===== src/rtl/b64d_pkg.sv =====
// ----------------------------------------------------------------------------
// b64d_pkg
// Types, constants and the character table of the base64 stream decoder.
// ----------------------------------------------------------------------------
package b64d_pkg;

   localparam int DEFAULT_COUNT_WIDTH = 24;
   localparam int CAP_WIDTH           = 24;
   localparam int OUT_COUNT_WIDTH     = 24;
   localparam int QUEUE_DEPTH         = 4;

   localparam logic [1:0] KIND_BYTE     = 2'd0;
   localparam logic [1:0] KIND_DONE_OK  = 2'd1;
   localparam logic [1:0] KIND_DONE_ERR = 2'd2;

   localparam logic [7:0] CHAR_PAD     = 8'h3D;  // '='
   localparam logic [7:0] CHAR_PLUS    = 8'h2B;  // '+'
   localparam logic [7:0] CHAR_SLASH   = 8'h2F;  // '/'
   localparam logic [7:0] CHAR_UPPER_A = 8'h41;  // 'A'
   localparam logic [7:0] CHAR_UPPER_Z = 8'h5A;  // 'Z'
   localparam logic [7:0] CHAR_LOWER_A = 8'h61;  // 'a'
   localparam logic [7:0] CHAR_LOWER_Z = 8'h7A;  // 'z'
   localparam logic [7:0] CHAR_DIGIT_0 = 8'h30;  // '0'
   localparam logic [7:0] CHAR_DIGIT_9 = 8'h39;  // '9'

   localparam logic [7:0] LOWER_BASE = 8'd26;
   localparam logic [7:0] DIGIT_BASE = 8'd52;
   localparam logic [5:0] PLUS_VALUE  = 6'd62;
   localparam logic [5:0] SLASH_VALUE = 6'd63;

   typedef struct packed {
      logic [7:0] text_char;
      logic       end_of_text;
   } req_data_type;

   typedef struct packed {
      logic [1:0]                 record_kind;
      logic [7:0]                 data_byte;
      logic [OUT_COUNT_WIDTH-1:0] byte_count;
      logic                       last_of_run;
   } rsp_data_type;

   // One queued job: the bytes of a finished group and/or a completion record.
   typedef struct packed {
      logic [1:0]                 byte_num;
      logic [23:0]                bytes;
      logic [OUT_COUNT_WIDTH-1:0] base_count;
      logic                       has_done;
      logic                       done_err;
   } job_type;

   typedef struct packed {
      logic       valid;
      logic [5:0] value;
   } sextet_type;

   function automatic sextet_type sextet_of(input logic [7:0] ch);
      sextet_type s;
      logic [7:0] t;
      s.valid = 1'b1;
      s.value = 6'd0;
      t       = 8'd0;
      case (ch) inside
         [CHAR_UPPER_A:CHAR_UPPER_Z]: begin
            t = ch - CHAR_UPPER_A;
            s.value = t[5:0];
         end
         [CHAR_LOWER_A:CHAR_LOWER_Z]: begin
            t = ch - CHAR_LOWER_A + LOWER_BASE;
            s.value = t[5:0];
         end
         [CHAR_DIGIT_0:CHAR_DIGIT_9]: begin
            t = ch - CHAR_DIGIT_0 + DIGIT_BASE;
            s.value = t[5:0];
         end
         CHAR_PLUS:  s.value = PLUS_VALUE;
         CHAR_SLASH: s.value = SLASH_VALUE;
         default:    s.valid = 1'b0;
      endcase
      return s;
   endfunction

endpackage


===== src/rtl/b64d_front.sv =====
// ----------------------------------------------------------------------------
// b64d_front
// Accepts characters, checks the grammar, gathers groups and the byte count,
// and pushes one job per item that causes results.
// ----------------------------------------------------------------------------
module b64d_front #(
   parameter int COUNT_WIDTH = b64d_pkg::DEFAULT_COUNT_WIDTH
) (
   input  logic                             clock,
   input  logic                             reset,
   input  logic                             csr_write_enable,
   input  logic [b64d_pkg::CAP_WIDTH-1:0]   csr_write_data,
   input  logic                             req_valid,
   output logic                             req_ready,
   input  b64d_pkg::req_data_type           req_data,
   input  logic                             queue_full,
   output logic                             push,
   output b64d_pkg::job_type                push_job
);
   import b64d_pkg::*;

   localparam int CMP_WIDTH = (COUNT_WIDTH + 1 > CAP_WIDTH) ? COUNT_WIDTH + 1 : CAP_WIDTH;

   logic [CAP_WIDTH-1:0]   capacity_ff;
   logic [1:0]             position_ff, position_in;
   logic [23:0]            acc_ff, acc_in;
   logic [1:0]             pad_ff, pad_in;
   logic [COUNT_WIDTH-1:0] count_ff, count_in;
   logic                   error_ff, error_in;

   sextet_type           sx;
   logic                 accept;
   logic                 err;
   logic                 emit;
   logic [1:0]           pad_n;
   logic [23:0]          acc_n;
   logic [1:0]           nbytes;
   logic [COUNT_WIDTH:0] after;
   logic                 over;

   assign req_ready = !queue_full;
   assign accept    = req_valid && req_ready;

   always_comb begin
      sx     = sextet_of(req_data.text_char);
      err    = 1'b0;
      emit   = 1'b0;
      pad_n  = pad_ff;
      acc_n  = acc_ff;
      nbytes = 2'd0;
      after  = '0;
      over   = 1'b0;

      position_in = position_ff;
      acc_in      = acc_ff;
      pad_in      = pad_ff;
      count_in    = count_ff;
      error_in    = error_ff;

      if (req_data.text_char == CHAR_PAD) begin
         if (position_ff < 2'd2) begin
            err = 1'b1;
         end else begin
            pad_n = pad_ff + 2'd1;
            acc_n = {acc_ff[17:0], 6'd0};
         end
      end else begin
         if (pad_ff != 2'd0 || !sx.valid) begin
            err = 1'b1;
         end else begin
            acc_n = {acc_ff[17:0], sx.value};
         end
      end

      nbytes = 2'd3 - pad_n;
      after  = {1'b0, count_ff} + (COUNT_WIDTH + 1)'(nbytes);
      // The top bit of the widened sum means the counter itself would wrap.
      over   = (CMP_WIDTH'(after) > CMP_WIDTH'(capacity_ff)) || after[COUNT_WIDTH];

      if (!err) begin
         if (position_ff == 2'd3) begin
            if (pad_n != 2'd0 && !req_data.end_of_text) begin
               err = 1'b1;
            end else if (over) begin
               err = 1'b1;
            end else begin
               emit = 1'b1;
            end
         end else if (req_data.end_of_text) begin
            err = 1'b1;
         end
      end
      if (error_ff) begin
         err  = 1'b0;
         emit = 1'b0;
      end

      if (accept) begin
         if (req_data.end_of_text) begin
            position_in = 2'd0;
            acc_in      = 24'd0;
            pad_in      = 2'd0;
            count_in    = '0;
            error_in    = 1'b0;
         end else if (!error_ff) begin
            if (err) begin
               error_in = 1'b1;
            end else if (emit) begin
               position_in = 2'd0;
               acc_in      = 24'd0;
               pad_in      = 2'd0;
               count_in    = after[COUNT_WIDTH-1:0];
            end else begin
               position_in = position_ff + 2'd1;
               acc_in      = acc_n;
               pad_in      = pad_n;
            end
         end
      end

      push                = accept && (emit || req_data.end_of_text);
      push_job.byte_num   = emit ? nbytes : 2'd0;
      push_job.bytes      = acc_n;
      push_job.base_count = OUT_COUNT_WIDTH'({{(OUT_COUNT_WIDTH){1'b0}}, count_ff});
      push_job.has_done   = req_data.end_of_text;
      push_job.done_err   = error_ff || err;
   end

   always_ff @(posedge clock) begin
      if (reset) begin
         capacity_ff <= '0;
         position_ff <= 2'd0;
         acc_ff      <= 24'd0;
         pad_ff      <= 2'd0;
         count_ff    <= '0;
         error_ff    <= 1'b0;
      end else begin
         if (csr_write_enable) begin
            capacity_ff <= csr_write_data;
         end
         position_ff <= position_in;
         acc_ff      <= acc_in;
         pad_ff      <= pad_in;
         count_ff    <= count_in;
         error_ff    <= error_in;
      end
   end

endmodule


===== src/rtl/b64d_queue.sv =====
// ----------------------------------------------------------------------------
// b64d_queue
// Short job queue between the front and the back.
// ----------------------------------------------------------------------------
module b64d_queue (
   input  logic              clock,
   input  logic              reset,
   input  logic              push,
   input  b64d_pkg::job_type push_job,
   output logic              full,
   input  logic              pop,
   output logic              head_valid,
   output b64d_pkg::job_type head_job
);
   import b64d_pkg::*;

   localparam int PTR_WIDTH = $clog2(QUEUE_DEPTH);
   localparam int CNT_WIDTH = $clog2(QUEUE_DEPTH + 1);

   job_type              store_ff [QUEUE_DEPTH];
   logic [PTR_WIDTH-1:0] wr_ptr_ff, wr_ptr_in;
   logic [PTR_WIDTH-1:0] rd_ptr_ff, rd_ptr_in;
   logic [CNT_WIDTH-1:0] fill_ff, fill_in;
   logic                 do_push, do_pop;

   assign full       = (fill_ff == CNT_WIDTH'(QUEUE_DEPTH));
   assign head_valid = (fill_ff != '0);
   assign head_job   = store_ff[rd_ptr_ff];

   always_comb begin
      do_push   = push && !full;
      do_pop    = pop && head_valid;
      wr_ptr_in = do_push ? wr_ptr_ff + PTR_WIDTH'(1) : wr_ptr_ff;
      rd_ptr_in = do_pop ? rd_ptr_ff + PTR_WIDTH'(1) : rd_ptr_ff;
      fill_in   = fill_ff;
      if (do_push && !do_pop) begin
         fill_in = fill_ff + CNT_WIDTH'(1);
      end else if (do_pop && !do_push) begin
         fill_in = fill_ff - CNT_WIDTH'(1);
      end
   end

   always_ff @(posedge clock) begin
      if (do_push) begin
         store_ff[wr_ptr_ff] <= push_job;
      end
   end

   always_ff @(posedge clock) begin
      if (reset) begin
         wr_ptr_ff <= '0;
         rd_ptr_ff <= '0;
         fill_ff   <= '0;
      end else begin
         wr_ptr_ff <= wr_ptr_in;
         rd_ptr_ff <= rd_ptr_in;
         fill_ff   <= fill_in;
      end
   end

endmodule


===== src/rtl/b64d_back.sv =====
// ----------------------------------------------------------------------------
// b64d_back
// Expands each job into byte and completion records, one per cycle while the
// output is not held back by rsp_ready, into a registered output.
// ----------------------------------------------------------------------------
module b64d_back (
   input  logic                    clock,
   input  logic                    reset,
   input  logic                    head_valid,
   input  b64d_pkg::job_type       head_job,
   output logic                    pop,
   output logic                    rsp_valid,
   input  logic                    rsp_ready,
   output b64d_pkg::rsp_data_type  rsp_data
);
   import b64d_pkg::*;

   logic         work_valid_ff, work_valid_in;
   job_type      job_ff, job_in;
   logic [1:0]   idx_ff, idx_in;
   logic         rsp_valid_ff, rsp_valid_in;
   rsp_data_type rsp_data_ff, rsp_data_in;

   logic         advance;
   logic         last_rec;
   logic [2:0]   total;
   logic         is_byte;

   assign rsp_valid = rsp_valid_ff;
   assign rsp_data  = rsp_data_ff;

   always_comb begin
      total    = {1'b0, job_ff.byte_num} + {2'b00, job_ff.has_done};
      last_rec = ({1'b0, idx_ff} + 3'd1) == total;
      is_byte  = idx_ff < job_ff.byte_num;
      advance  = work_valid_ff && (!rsp_valid_ff || rsp_ready);
      pop      = head_valid && (!work_valid_ff || (advance && last_rec));

      work_valid_in = work_valid_ff;
      job_in        = job_ff;
      idx_in        = idx_ff;
      if (pop) begin
         work_valid_in = 1'b1;
         job_in        = head_job;
         idx_in        = 2'd0;
      end else if (advance) begin
         if (last_rec) begin
            work_valid_in = 1'b0;
         end
         idx_in = idx_ff + 2'd1;
      end

      rsp_data_in = rsp_data_ff;
      if (advance) begin
         rsp_data_in.last_of_run = last_rec;
         if (is_byte) begin
            rsp_data_in.record_kind = KIND_BYTE;
            case (idx_ff)
               2'd0:    rsp_data_in.data_byte = job_ff.bytes[23:16];
               2'd1:    rsp_data_in.data_byte = job_ff.bytes[15:8];
               default: rsp_data_in.data_byte = job_ff.bytes[7:0];
            endcase
            rsp_data_in.byte_count = job_ff.base_count
                                   + OUT_COUNT_WIDTH'(idx_ff) + OUT_COUNT_WIDTH'(1);
         end else begin
            rsp_data_in.record_kind = job_ff.done_err ? KIND_DONE_ERR : KIND_DONE_OK;
            rsp_data_in.data_byte   = 8'd0;
            rsp_data_in.byte_count  = job_ff.base_count
                                    + OUT_COUNT_WIDTH'(job_ff.byte_num);
         end
      end

      if (advance) begin
         rsp_valid_in = 1'b1;
      end else if (rsp_ready) begin
         rsp_valid_in = 1'b0;
      end else begin
         rsp_valid_in = rsp_valid_ff;
      end
   end

   always_ff @(posedge clock) begin
      job_ff      <= job_in;
      rsp_data_ff <= rsp_data_in;
   end

   always_ff @(posedge clock) begin
      if (reset) begin
         work_valid_ff <= 1'b0;
         idx_ff        <= 2'd0;
         rsp_valid_ff  <= 1'b0;
      end else begin
         work_valid_ff <= work_valid_in;
         idx_ff        <= idx_in;
         rsp_valid_ff  <= rsp_valid_in;
      end
   end

endmodule


===== src/rtl/base64_stream_decoder_unit.sv =====
// The first result of an item passes through the queue, the back's job register and
// its output register. One character is accepted per cycle while the queue has room;
// results leave at one per cycle while rsp_ready is high, so an item with n results
// holds the back until all n have left. The rate is set by the single output register
// of the back, fed by the 4-entry queue. Reset (synchronous, active high) clears the
// group state, count, error, capacity and the queue; no clearing pass is needed.
// ----------------------------------------------------------------------------
// base64_stream_decoder_unit
// Padded base64 decoder: a front checks and groups characters, a back emits
// decoded bytes and completion records.
// ----------------------------------------------------------------------------
module base64_stream_decoder_unit #(
   parameter int COUNT_WIDTH = b64d_pkg::DEFAULT_COUNT_WIDTH
) (
   input  logic                           clock,
   input  logic                           reset,
   input  logic                           csr_write_enable,
   input  logic [b64d_pkg::CAP_WIDTH-1:0] csr_write_data,
   input  logic                           req_valid,
   output logic                           req_ready,
   input  b64d_pkg::req_data_type         req_data,
   output logic                           rsp_valid,
   input  logic                           rsp_ready,
   output b64d_pkg::rsp_data_type         rsp_data
);
   import b64d_pkg::*;

   logic    push;
   job_type push_job;
   logic    queue_full;
   logic    pop;
   logic    head_valid;
   job_type head_job;

   b64d_front #(
      .COUNT_WIDTH(COUNT_WIDTH)
   ) u_front (
      .clock            (clock),
      .reset            (reset),
      .csr_write_enable (csr_write_enable),
      .csr_write_data   (csr_write_data),
      .req_valid        (req_valid),
      .req_ready        (req_ready),
      .req_data         (req_data),
      .queue_full       (queue_full),
      .push             (push),
      .push_job         (push_job)
   );

   b64d_queue u_queue (
      .clock      (clock),
      .reset      (reset),
      .push       (push),
      .push_job   (push_job),
      .full       (queue_full),
      .pop        (pop),
      .head_valid (head_valid),
      .head_job   (head_job)
   );

   b64d_back u_back (
      .clock      (clock),
      .reset      (reset),
      .head_valid (head_valid),
      .head_job   (head_job),
      .pop        (pop),
      .rsp_valid  (rsp_valid),
      .rsp_ready  (rsp_ready),
      .rsp_data   (rsp_data)
   );

endmodule


===== config.mk =====
export PLATFORM = sky130hd
export DESIGN_NAME = base64_stream_decoder_unit
export DESIGN_NICKNAME = d
export VERILOG_FILES = /design/src/rtl/b64d_pkg.sv /design/src/rtl/b64d_front.sv /design/src/rtl/b64d_queue.sv /design/src/rtl/b64d_back.sv /design/src/rtl/base64_stream_decoder_unit.sv
export SDC_FILE = /design/constraint.sdc
export NUM_CORES = 1
export LEC_CHECK = 0
export BUFFER_PORTS_ARGS = -buffer_cell sky130_fd_sc_hd__buf_2
export CORE_ASPECT_RATIO = 0.75
export CORE_UTILIZATION = 55
export DETAILED_ROUTE_END_ITERATION = 10
export PLACE_DENSITY = 0.8
export SLEW_MARGIN = 20
export SYNTH_ARGS = -nofsm -noshare
export SYNTH_HDL_FRONTEND = slang
export SYNTH_SLANG_ARGS = --single-unit

===== constraint.sdc =====
create_clock -name clock -period 6.67 [get_ports clock]
set_input_delay 0.667 -clock clock [delete_from_list [all_inputs] [get_ports clock]]
set_output_delay 0.667 -clock clock [all_outputs]
set_load 0.1 [all_outputs]

==> flow_metrics.tcl, run 1 <==
set metrics [dict create \
    holdPathEnd "u_front.capacity_ff[21]" \
    die_x_um 203 \
    final_common_cell "edfxtp_1" \
    cp_common_cell "ha_1" \
    firstDrtPassIters 5 \
    drv_slew 0 \
    cts_root_buf "clkbuf_16" \
    reg2reg_from "u_front.pad_ff[0]" \
    cp_slowest_cell "or3_1" \
    routed_wl_um 34600 \
    drive_above_1_share_pct 19.3 \
    ctsHoldBuffers 0 \
    grt_overflow 0 \
    synth_cells 1172 \
    post_cts_buffers 0 \
    max-cap-violations 0 \
    die_height_um 153 \
    top_layer "met4" \
    hold_depth 3 \
    clk_pin_slew_ps 60 \
    wl_per_cell_um 20.6 \
    r2r-end "u_queue.fill_ff[2]" \
    hpwl_um 22500 \
    hp-start "csr_write_data[21]" \
    track_usage_pct 22.7 \
    start_util_pct 56.8 \
    power_uw 7480 \
    syn_nets 1266 \
    p_per_area_nw_per_um2 397 \
    final_cells 1675 \
    coreArea_um2 29500 \
    htree_levels 2 \
    layout.nets 1348 \
    hold_viol_final 0 \
    yosysUniqueCellTypes 76 \
    syn_to_final_growth_pct 12.8 \
    hold_class "in -> reg" \
    r2r_slack_ps 960 \
    crit_buf_inv 3 \
    vias_per_cell 5.95 \
    route.detailed.drc 0 \
    dieArea_um2 31100 \
    fin_worst_skew_ps 20.1 \
    worst_pin_slew_ps 961 \
    start_kind "input pin" \
    synth_seq_area_share_pct 63.5 \
    grt_max_degree 57 \
    grt_pass1_wl_um 54000 \
    insertion_delay_ps 540 \
    finalSetupViolCount 0 \
    ctsResizeCount 0 \
    cts_buffers 37 \
    cts.sinks 383 \
    synth-main-ff-cell "edfxtp_1" \
    wl_met2_um 15200 \
    rows 54 \
    max_freq_mhz 164 \
    ios 75 \
    routed-via-count 9971 \
    antenna_cells 0 \
    wl_met3_um 2630 \
    cp_cell_sequence "buf_2 > ha_1 > nand3_1 > nor2_1 > mux2i_1 > ha_1 > a21o_1 > nand3_1 > or3_1 > or3_1 > xnor2_1 > ha_1 > a21oi_1 > or3b_1 > nor4_2 > a211o_2 > a21oi_2 > inv_2 > ha_1 > inv_1 > fa_1 > xor2_1 > or3_1 > a21oi_1" \
    irDropWorstVdd_uv 308 \
    synthArstFlopShare_pct 0 \
    drt_iter0_drc 924 \
    setup_tns_ps 0 \
    slowest_delay_ps 430 \
    slew_headroom_pct 35.8 \
    fillers 2104 \
    antenna_found_initial 0 \
    m1WireLength_um 16200 \
    stdcell_area_um2 18900 \
    leakagePower_uw 0.00679 \
    cts_tree "yes" \
    yosysWarnings 0 \
    status "completed" \
    syn_area_per_cell_um2 14.3 \
    critical_path_required_ps 7120 \
    fin_crit_ps 6090 \
    endpoint_kind "register" \
    rr_worst_depth 22 \
    portBuffers 74 \
    final_cell_mix "295 x edfxtp_1, 98 x nand2_1, 86 x dfxtp_1" \
    critPathKind "in -> reg" \
    worstPathArrival_ps 6540 \
    rsz0062_at_grt "false" \
    crit_family "simple AND/OR/NAND/NOR gates" \
    period_share_pct 91.3 \
    placed_cells 1606 \
    crit_fanout 13 \
    grt_pass1_vias 9531 \
    synth_seq_cells 383 \
    place_congestion 0.869 \
    synth_edf_count 295 \
    antenna_left 0 \
    cts_buffer_depth 3 \
    syn_area_um2 16700 \
    placed_cell_area_um2 17600 \
]
-- synthesized netlist by cell type, drive strengths merged, types with 3 or more instances --
cell type  number  area, um^2
nand3          30         150
or4             3        22.5
a2111oi         3        27.5
fa              4        80.1
a21o            5        37.5
a22oi           8        60.1
inv            58         218
a211oi          7        75.1
dfxtp          88        1760
or3             5        31.3
nor2           60         225
a31oi           3        18.8
buf            24         129
mux2           19         214
a221oi          5        43.8
nand2b          4        25.0
nor4            4        31.3
or2             7        46.3
nor2b          11        68.8
edfxtp        295        8860
o221ai          4        52.6
a2bb2oi        21         184
mux4           52        1170
xor2           19         166
clkbuf         25        95.1
and2            9        56.3
o311ai          7        61.3
ha             52         651
a21oi          30         154
mux2i          39         390
xnor2          36         315
o21ai          39         195
and3           24         150
nand2          98         368
nor3           16        95.1
nand4          13        81.3
o21a            7        52.6
a221o          11         110
-- cells by family after synthesis --
kind of cell	Yosys count	share of synthesized area (%)
muxes	110	10.6
buffers and inverters	107	2.64
xor gates and xnor gates	55	2.88
AOI/OAI and AO/OA	166	7.25
adders and majority gates	56	4.37
and+or+nand+nor	295	8.72
DFF	383	63.5
-- routing by layer --
metal | vias to the layer above | GRT usage, %
li1 | 4617 | -
met1 | 4892 | 35.3
met2 | 411 | 33.4
met3 | 51 | 3.77
met4 | 0 | 5.26
met5 | - | 0
-- how the worst max path moves through the flow --
stage / startpoint / to / cells after the start
2_1_floorplan: req_data[2] / u_queue.store_ff[0][0] / 20
3_3_place_gp: req_data[3] / u_queue.fill_ff[2] / 24
3_5_place_dp: req_data[3] / u_queue.fill_ff[2] / 24
4_1_cts: req_data[3] / u_queue.fill_ff[2] / 24
5_1_grt: req_data[3] / u_queue.fill_ff[2] / 24
6_report: req_data[3] / u_queue.fill_ff[2] / 24
-- sequential cells by signal, summed over array words and instances, names as in the netlist --
register              flops
u_queue.store_ff        208
u_back.job_ff            52
u_back.rsp_data          35
u_front.acc_ff           24
u_front.capacity_ff      24
u_front.count_ff         24
u_queue.fill_ff           3
u_back.idx_ff             2
u_front.pad_ff            2
u_front.position_ff       2
u_queue.rd_ptr_ff         2
u_queue.wr_ptr_ff         2
u_back.rsp_valid          1
u_back.work_valid_ff      1
u_front.error_ff          1
-- stage by stage --
| stage | hold WS, ps | worst slack, ps | utilization [%] |
|---|---|---|---|
| floorplan | 449 | 457 | - |
| global placement | 457 | 398 | 59.6 |
| detailed placement | 465 | 267 | 59.6 |
| CTS | 366 | 681 | 63.9 |
| global route | 385 | 211 | 64.0 |
| finish | 375 | 582 | 64.0 |
-- final cells by class --
| class | count | area (um^2) | share of cell area (%) |
|---|---|---|---|
| clock inverter | 23 | 259 | 1.37 |
| clock buffer | 45 | 997 | 5.29 |
| tap | 392 | 490 | 2.60 |
| timing repair buffer | 92 | 588 | 3.12 |
| inverter | 58 | 218 | 1.15 |
| multi-input combinational | 682 | 5680 | 30.1 |
| sequential | 383 | 10600 | 56.3 |
-- power breakdown --
group,total [uW],switching (uW),internal (uW)
registers,3280,196,3090
logic,2070,1490,581
clock network,2130,894,1240
total,7480,2580,4910
-- tightest hold or removal path, cell delays in order --
cell     delay (ps)
buf_2            80
mux2i_1          50
nor2_1           70
Note: power is estimated with default switching activity, not from simulation.
==> run 2, diff against run 1 <==
--- a/config.mk
+++ b/config.mk
@@ -10,7 +10,6 @@
 export CORE_UTILIZATION = 55
 export DETAILED_ROUTE_END_ITERATION = 10
 export PLACE_DENSITY = 0.8
-export SLEW_MARGIN = 20
 export SYNTH_ARGS = -nofsm -noshare
 export SYNTH_HDL_FRONTEND = slang
 export SYNTH_SLANG_ARGS = --single-unit
==> constraint.sdc (replaced) <==
create_clock -name clock -period 6.9 [get_ports clock]
set_input_delay 0.69 -clock clock [delete_from_list [all_inputs] [get_ports clock]]
set_output_delay 0.69 -clock clock [all_outputs]
set_load 0.1 [all_outputs]
==> run 2 against run 1 <==
  * Critical path depth did not move
  * Clock skew rose by 6.1 ps
  * First-iteration DRC count did not move
  * Via count fell by 1.3%
  * Flip-flop and latch count did not move
  * Utilization fell by 0.53 points
  * Register-to-register slack barely moved
  * Clock-buffer cell count rose by 8
  * Die area did not move
  * Sequential power fell by 2%
==> flow_metrics.tcl, run 2 (synthesis gave the netlist of run 1 again) <==
set metrics [dict create \
    dieArea_um2 31100 \
    routed-via-count 9840 \
    placed_cells 1603 \
    finalSetupViolCount 0 \
    wl_per_cell_um 20.3 \
    holdWs_ps 391 \
    final_common_cell "edfxtp_1" \
    worst_pin_slew_ps 1050 \
    irDropWorstVdd_uv 259 \
    cts.sinks 383 \
    grt_pass1_wl_um 53200 \
    antenna_found_initial 0 \
    endpoint "u_queue.fill_ff[2]" \
    antenna_left 0 \
    final_cell_mix "295 x edfxtp_1, 98 x nand2_1, 86 x dfxtp_1" \
    syn_to_final_growth_pct 11.9 \
    rsz0062_at_grt "false" \
    track_usage_pct 22.3 \
    cp.depth 24 \
    critPathKind "in -> reg" \
    grt_pass1_vias 9391 \
    r2r_slack_ps 950 \
    hold_class "in -> reg" \
    post_cts_buffers 0 \
    period_share_pct 92.1 \
    cts_root_buf "clkbuf_16" \
    cts_buffers 37 \
    firstDrtPassIters 7 \
    largest_reg_flops 208 \
    ctsHoldBuffers 0 \
    cts_buffer_depth 3 \
    max_freq_mhz 157 \
    cp_slowest_cell "nor2_1" \
    cp_cell_sequence "buf_2 > ha_1 > nand3_1 > nor2_1 > mux2i_1 > fa_1 > nand3_1 > nor3_1 > nand4_1 > xnor2_1 > ha_1 > a21o_1 > a21oi_1 > or3b_1 > nor4_2 > a211o_2 > a21oi_2 > inv_2 > ha_1 > inv_1 > fa_1 > xor2_1 > or3_1 > a21oi_1" \
    regArea_um2 10600 \
    drt_iter0_drc 924 \
    max-cap-violations 0 \
    grt_overflow 0 \
    vias_per_cell 5.89 \
    layout.nets 1344 \
    critPathLaunch "req_data[3]" \
    drv_slew 0 \
    multiInputGateArea_um2 5680 \
    routed_wl_um 33800 \
    drive_above_1_share_pct 18.7 \
    fin_crit_ps 6360 \
    reg2reg_from "u_front.position_ff[1]" \
    placed_cell_area_um2 17500 \
    p_per_area_nw_per_um2 380 \
    die_height_um 153 \
    critical_path_required_ps 7360 \
    ios 75 \
    worstPathArrival_ps 6820 \
    crit_family "simple AND/OR/NAND/NOR gates" \
    portBuffers 74 \
    start_util_pct 56.8 \
    die_x_um 203 \
    insertion_delay_ps 540 \
    utilization_pct 63.5 \
    endpoint_kind "register" \
    final_cells 1671 \
    cts_tree "yes" \
    slowest_delay_ps 500 \
    grt_max_degree 57 \
    hold_viol_final 0 \
    start_kind "input pin" \
    antenna_cells 0 \
    leakagePower_uw 0.00672 \
    htree_levels 2 \
    route.detailed.drc 0 \
    hpwl_um 22000 \
    cp_common_cell "ha_1" \
    largest-register "u_queue.store_ff" \
    crit_fanout 13 \
    coreArea_um2 29500 \
    rr_worst_depth 22 \
    status "completed" \
    fillers 2156 \
    slew_headroom_pct 29.8 \
    r2r-end "u_queue.fill_ff[2]" \
    fin_worst_skew_ps 26.2 \
    ctsResizeCount 0 \
    rows 54 \
    stdcell_area_um2 18700 \
    crit_buf_inv 3 \
    place_congestion 0.859 \
    clk_pin_slew_ps 60 \
    setup_tns_ps 0 \
]
==> run 2: how the worst min path moves through the flow <==
stage	startpoint	to	cells past startpoint
2_1_floorplan	u_front.acc_ff[21]	u_front.acc_ff[21]	2
3_3_place_gp	u_front.acc_ff[23]	u_front.acc_ff[23]	2
3_5_place_dp	u_front.acc_ff[21]	u_front.acc_ff[21]	2
4_1_cts	csr_write_data[18]	u_front.capacity_ff[18]	3
5_1_grt	csr_write_data[2]	u_front.capacity_ff[2]	3
6_report	csr_write_data[3]	u_front.capacity_ff[3]	3
==> run 2: metal layers <==
| layer | part of all wire [%] | vias to the layer above | GRT usage (%) |
|---|---|---|---|
| li1 | - | 4607 | - |
| met1 | 49 | 4857 | 35.7 |
| met2 | 43 | 336 | 32.3 |
| met3 | 6.7 | 40 | 3.20 |
| met4 | 1.5 | 0 | 4.65 |
| met5 | 0 | - | 0 |
==> run 2: cell type report <==
type | instances | share of cell area [%]
Inverter | 58 | 1.16
Multi-Input combinational cell | 682 | 30.4
Clock inverter | 15 | 0.716
Timing Repair Buffer | 88 | 2.68
Clock buffer | 53 | 5.65
Tap cell | 392 | 2.62
Sequential cell | 383 | 56.8
==> run 2: tightest hold or removal path, cell delays in order <==
cell and delay, ps:
buf_2 80, mux2i_1 50, nor2_1 70
==> run 2: report_power, final <==
group	switching, uW	internal (uW)
sequential	227	2980
combinational	1380	549
clock	851	1120
total	2460	4650
==> run 2: metrics by stage <==
| stage | setup WS (ps) | total power (uW) |
|---|---|---|
| after global placement | 385 | 5130 |
| after global routing | 74.8 | 7400 |
| after floorplan | 664 | 4780 |
| final | 544 | 7110 |
| after detailed placement | 90.9 | 5180 |
| after CTS | 618 | 7160 |
==> run 3, diff against run 2 <==
--- a/config.mk
+++ b/config.mk
@@ -9,7 +9,7 @@
 export CORE_ASPECT_RATIO = 0.75
 export CORE_UTILIZATION = 55
 export DETAILED_ROUTE_END_ITERATION = 10
-export PLACE_DENSITY = 0.8
+export PLACE_DENSITY_LB_ADDON = 0.08
 export SYNTH_ARGS = -nofsm -noshare
 export SYNTH_HDL_FRONTEND = slang
 export SYNTH_SLANG_ARGS = --single-unit
==> run 3 against run 2 <==
  * Global-route usage down 0.90 points
  * Non-clock buffer count up 2
  * Total power down 0.23%
  * Via count down 2.2%
  * Routed wire length down 3.7%
  * Clock-buffer cell count up 1
  * Register-to-register slack better by 90 ps
  * Largest cell class unchanged
==> flow_metrics.tcl, run 3 (synthesis gave the netlist of run 1 again) <==
set metrics [dict create \
    rr_worst_depth 22 \
    final_common_cell "edfxtp_1" \
    largest_reg_flops 208 \
    ios 75 \
    start_kind "input pin" \
    slew_headroom_pct 29.1 \
    cts_buffer_depth 3 \
    rows 54 \
    cts.sinks 383 \
    cts_root_buf "clkbuf_16" \
    fin_crit_ps 6290 \
    grt_pass1_wl_um 51700 \
    syn_to_final_growth_pct 12.2 \
    htree_levels 2 \
    grt_pass1_vias 9180 \
    firstDrtPassIters 5 \
    drt_iter0_drc 739 \
    crit_fanout 13 \
    routed_wl_um 32600 \
    routed-via-count 9620 \
    ctsResizeCount 0 \
    largest-register "u_queue.store_ff" \
    portBuffers 74 \
    dieArea_um2 31100 \
    insertion_delay_ps 530 \
    hold_class "in -> reg" \
    ctsHoldBuffers 0 \
    antenna_left 0 \
    reg2reg_from "u_front.position_ff[1]" \
    post_cts_buffers 0 \
    track_usage_pct 21.4 \
    route.detailed.drc 0 \
    p_per_area_nw_per_um2 378 \
    stdcell_area_um2 18800 \
    die_height_um 153 \
    endpoint_kind "register" \
    fillers 2204 \
    max-cap-violations 0 \
    setup_tns_ps 0 \
    hold_depth 3 \
    vias_per_cell 5.75 \
    holdPathEnd "u_front.capacity_ff[23]" \
    status "completed" \
    hp-start "csr_write_data[23]" \
    rsz0062_at_grt "false" \
    antenna_cells 0 \
    layout.nets 1347 \
    r2r-end "u_queue.fill_ff[2]" \
    cts_buffers 38 \
    placed_cell_area_um2 17600 \
    place_ws_ps 161 \
    wl_per_cell_um 19.5 \
    coreArea_um2 29500 \
    critical_path_required_ps 7360 \
    utilization_pct 63.7 \
    worstPathArrival_ps 6740 \
    fin_worst_skew_ps 8.78 \
    die_x_um 203 \
    hpwl_um 22100 \
    antenna_found_initial 0 \
    r2r_slack_ps 1040 \
    worst_slack_ps 613 \
    worst_pin_slew_ps 1060 \
    final_cell_mix "295 x edfxtp_1, 98 x nand2_1, 86 x dfxtp_1" \
    max_freq_mhz 159 \
    critPathKind "in -> reg" \
    leakagePower_uw 0.00673 \
    irDropWorstVdd_uv 256 \
    drv_slew 0 \
    start_util_pct 56.8 \
    period_share_pct 91.1 \
    cts_tree "yes" \
    finalSetupViolCount 0 \
    clk_pin_slew_ps 60 \
    drive_above_1_share_pct 18.6 \
    hold_viol_final 0 \
    grt_overflow 0 \
    holdWs_ps 391 \
    place_congestion 0.855 \
    grt_max_degree 58 \
]
run 3: worst max path at each step:
stage	startpoint	to	slack, ps	cells after the start
3_3_place_gp	req_data[3]	u_queue.fill_ff[2]	360	24
3_5_place_dp	req_data[3]	u_queue.fill_ff[2]	160	24
5_1_grt	req_data[3]	u_queue.fill_ff[2]	190	24
4_1_cts	req_data[3]	u_queue.fill_ff[2]	680	24
6_report	req_data[3]	u_queue.fill_ff[2]	610	24
2_1_floorplan	req_data[2]	u_queue.store_ff[0][0]	660	20
run 3: where the power goes:
group / switching [uW] / internal, uW
registers: 171 / 2980
clock network: 851 / 1120
logic: 1410 / 548
run 3: layer usage:
layer	GRT usage (%)	wire length, um	up-vias
li1	-	-	4618
met1	35.8	16900	4702
met2	28.8	13200	258
met3	3.22	1970	42
met4	5.37	536	0
met5	0	0	-
run 3: critical path: stages:
cell,delay [ps]
buf_2,220
ha_1,350
nand3_1,150
nor2_1,430
mux2i_1,490
ha_1,240
a21o_1,170
nand3_1,110
or3_1,410
or3_1,380
xnor2_1,210
ha_1,280
a21oi_1,180
or3b_1,410
nor4_2,350
a211o_2,230
a21oi_2,70
inv_2,120
ha_1,190
inv_1,60
fa_1,370
xor2_1,160
or3_1,310
a21oi_1,140
run 3: through the flow:
| stage | std cells | power (uW) |
|---|---|---|
| global placement | 1605 | 5160 |
| finish | 1674 | 7090 |
| CTS | 1674 | 7150 |
| floorplan | 1172 | 4780 |
| detailed placement | 1605 | 5180 |
| global route | 1674 | 7390 |
run 3: final cells by class:
class | instances | area, um^2 | share of cell area, %
Timing Repair Buffer | 90 | 566 | 3.01
Clock inverter | 15 | 128 | 0.680
Clock buffer | 54 | 1060 | 5.66
Inverter | 58 | 218 | 1.16
Multi-Input combinational cell | 682 | 5680 | 30.2
Tap cell | 392 | 490 | 2.61
Sequential cell | 383 | 10600 | 56.6
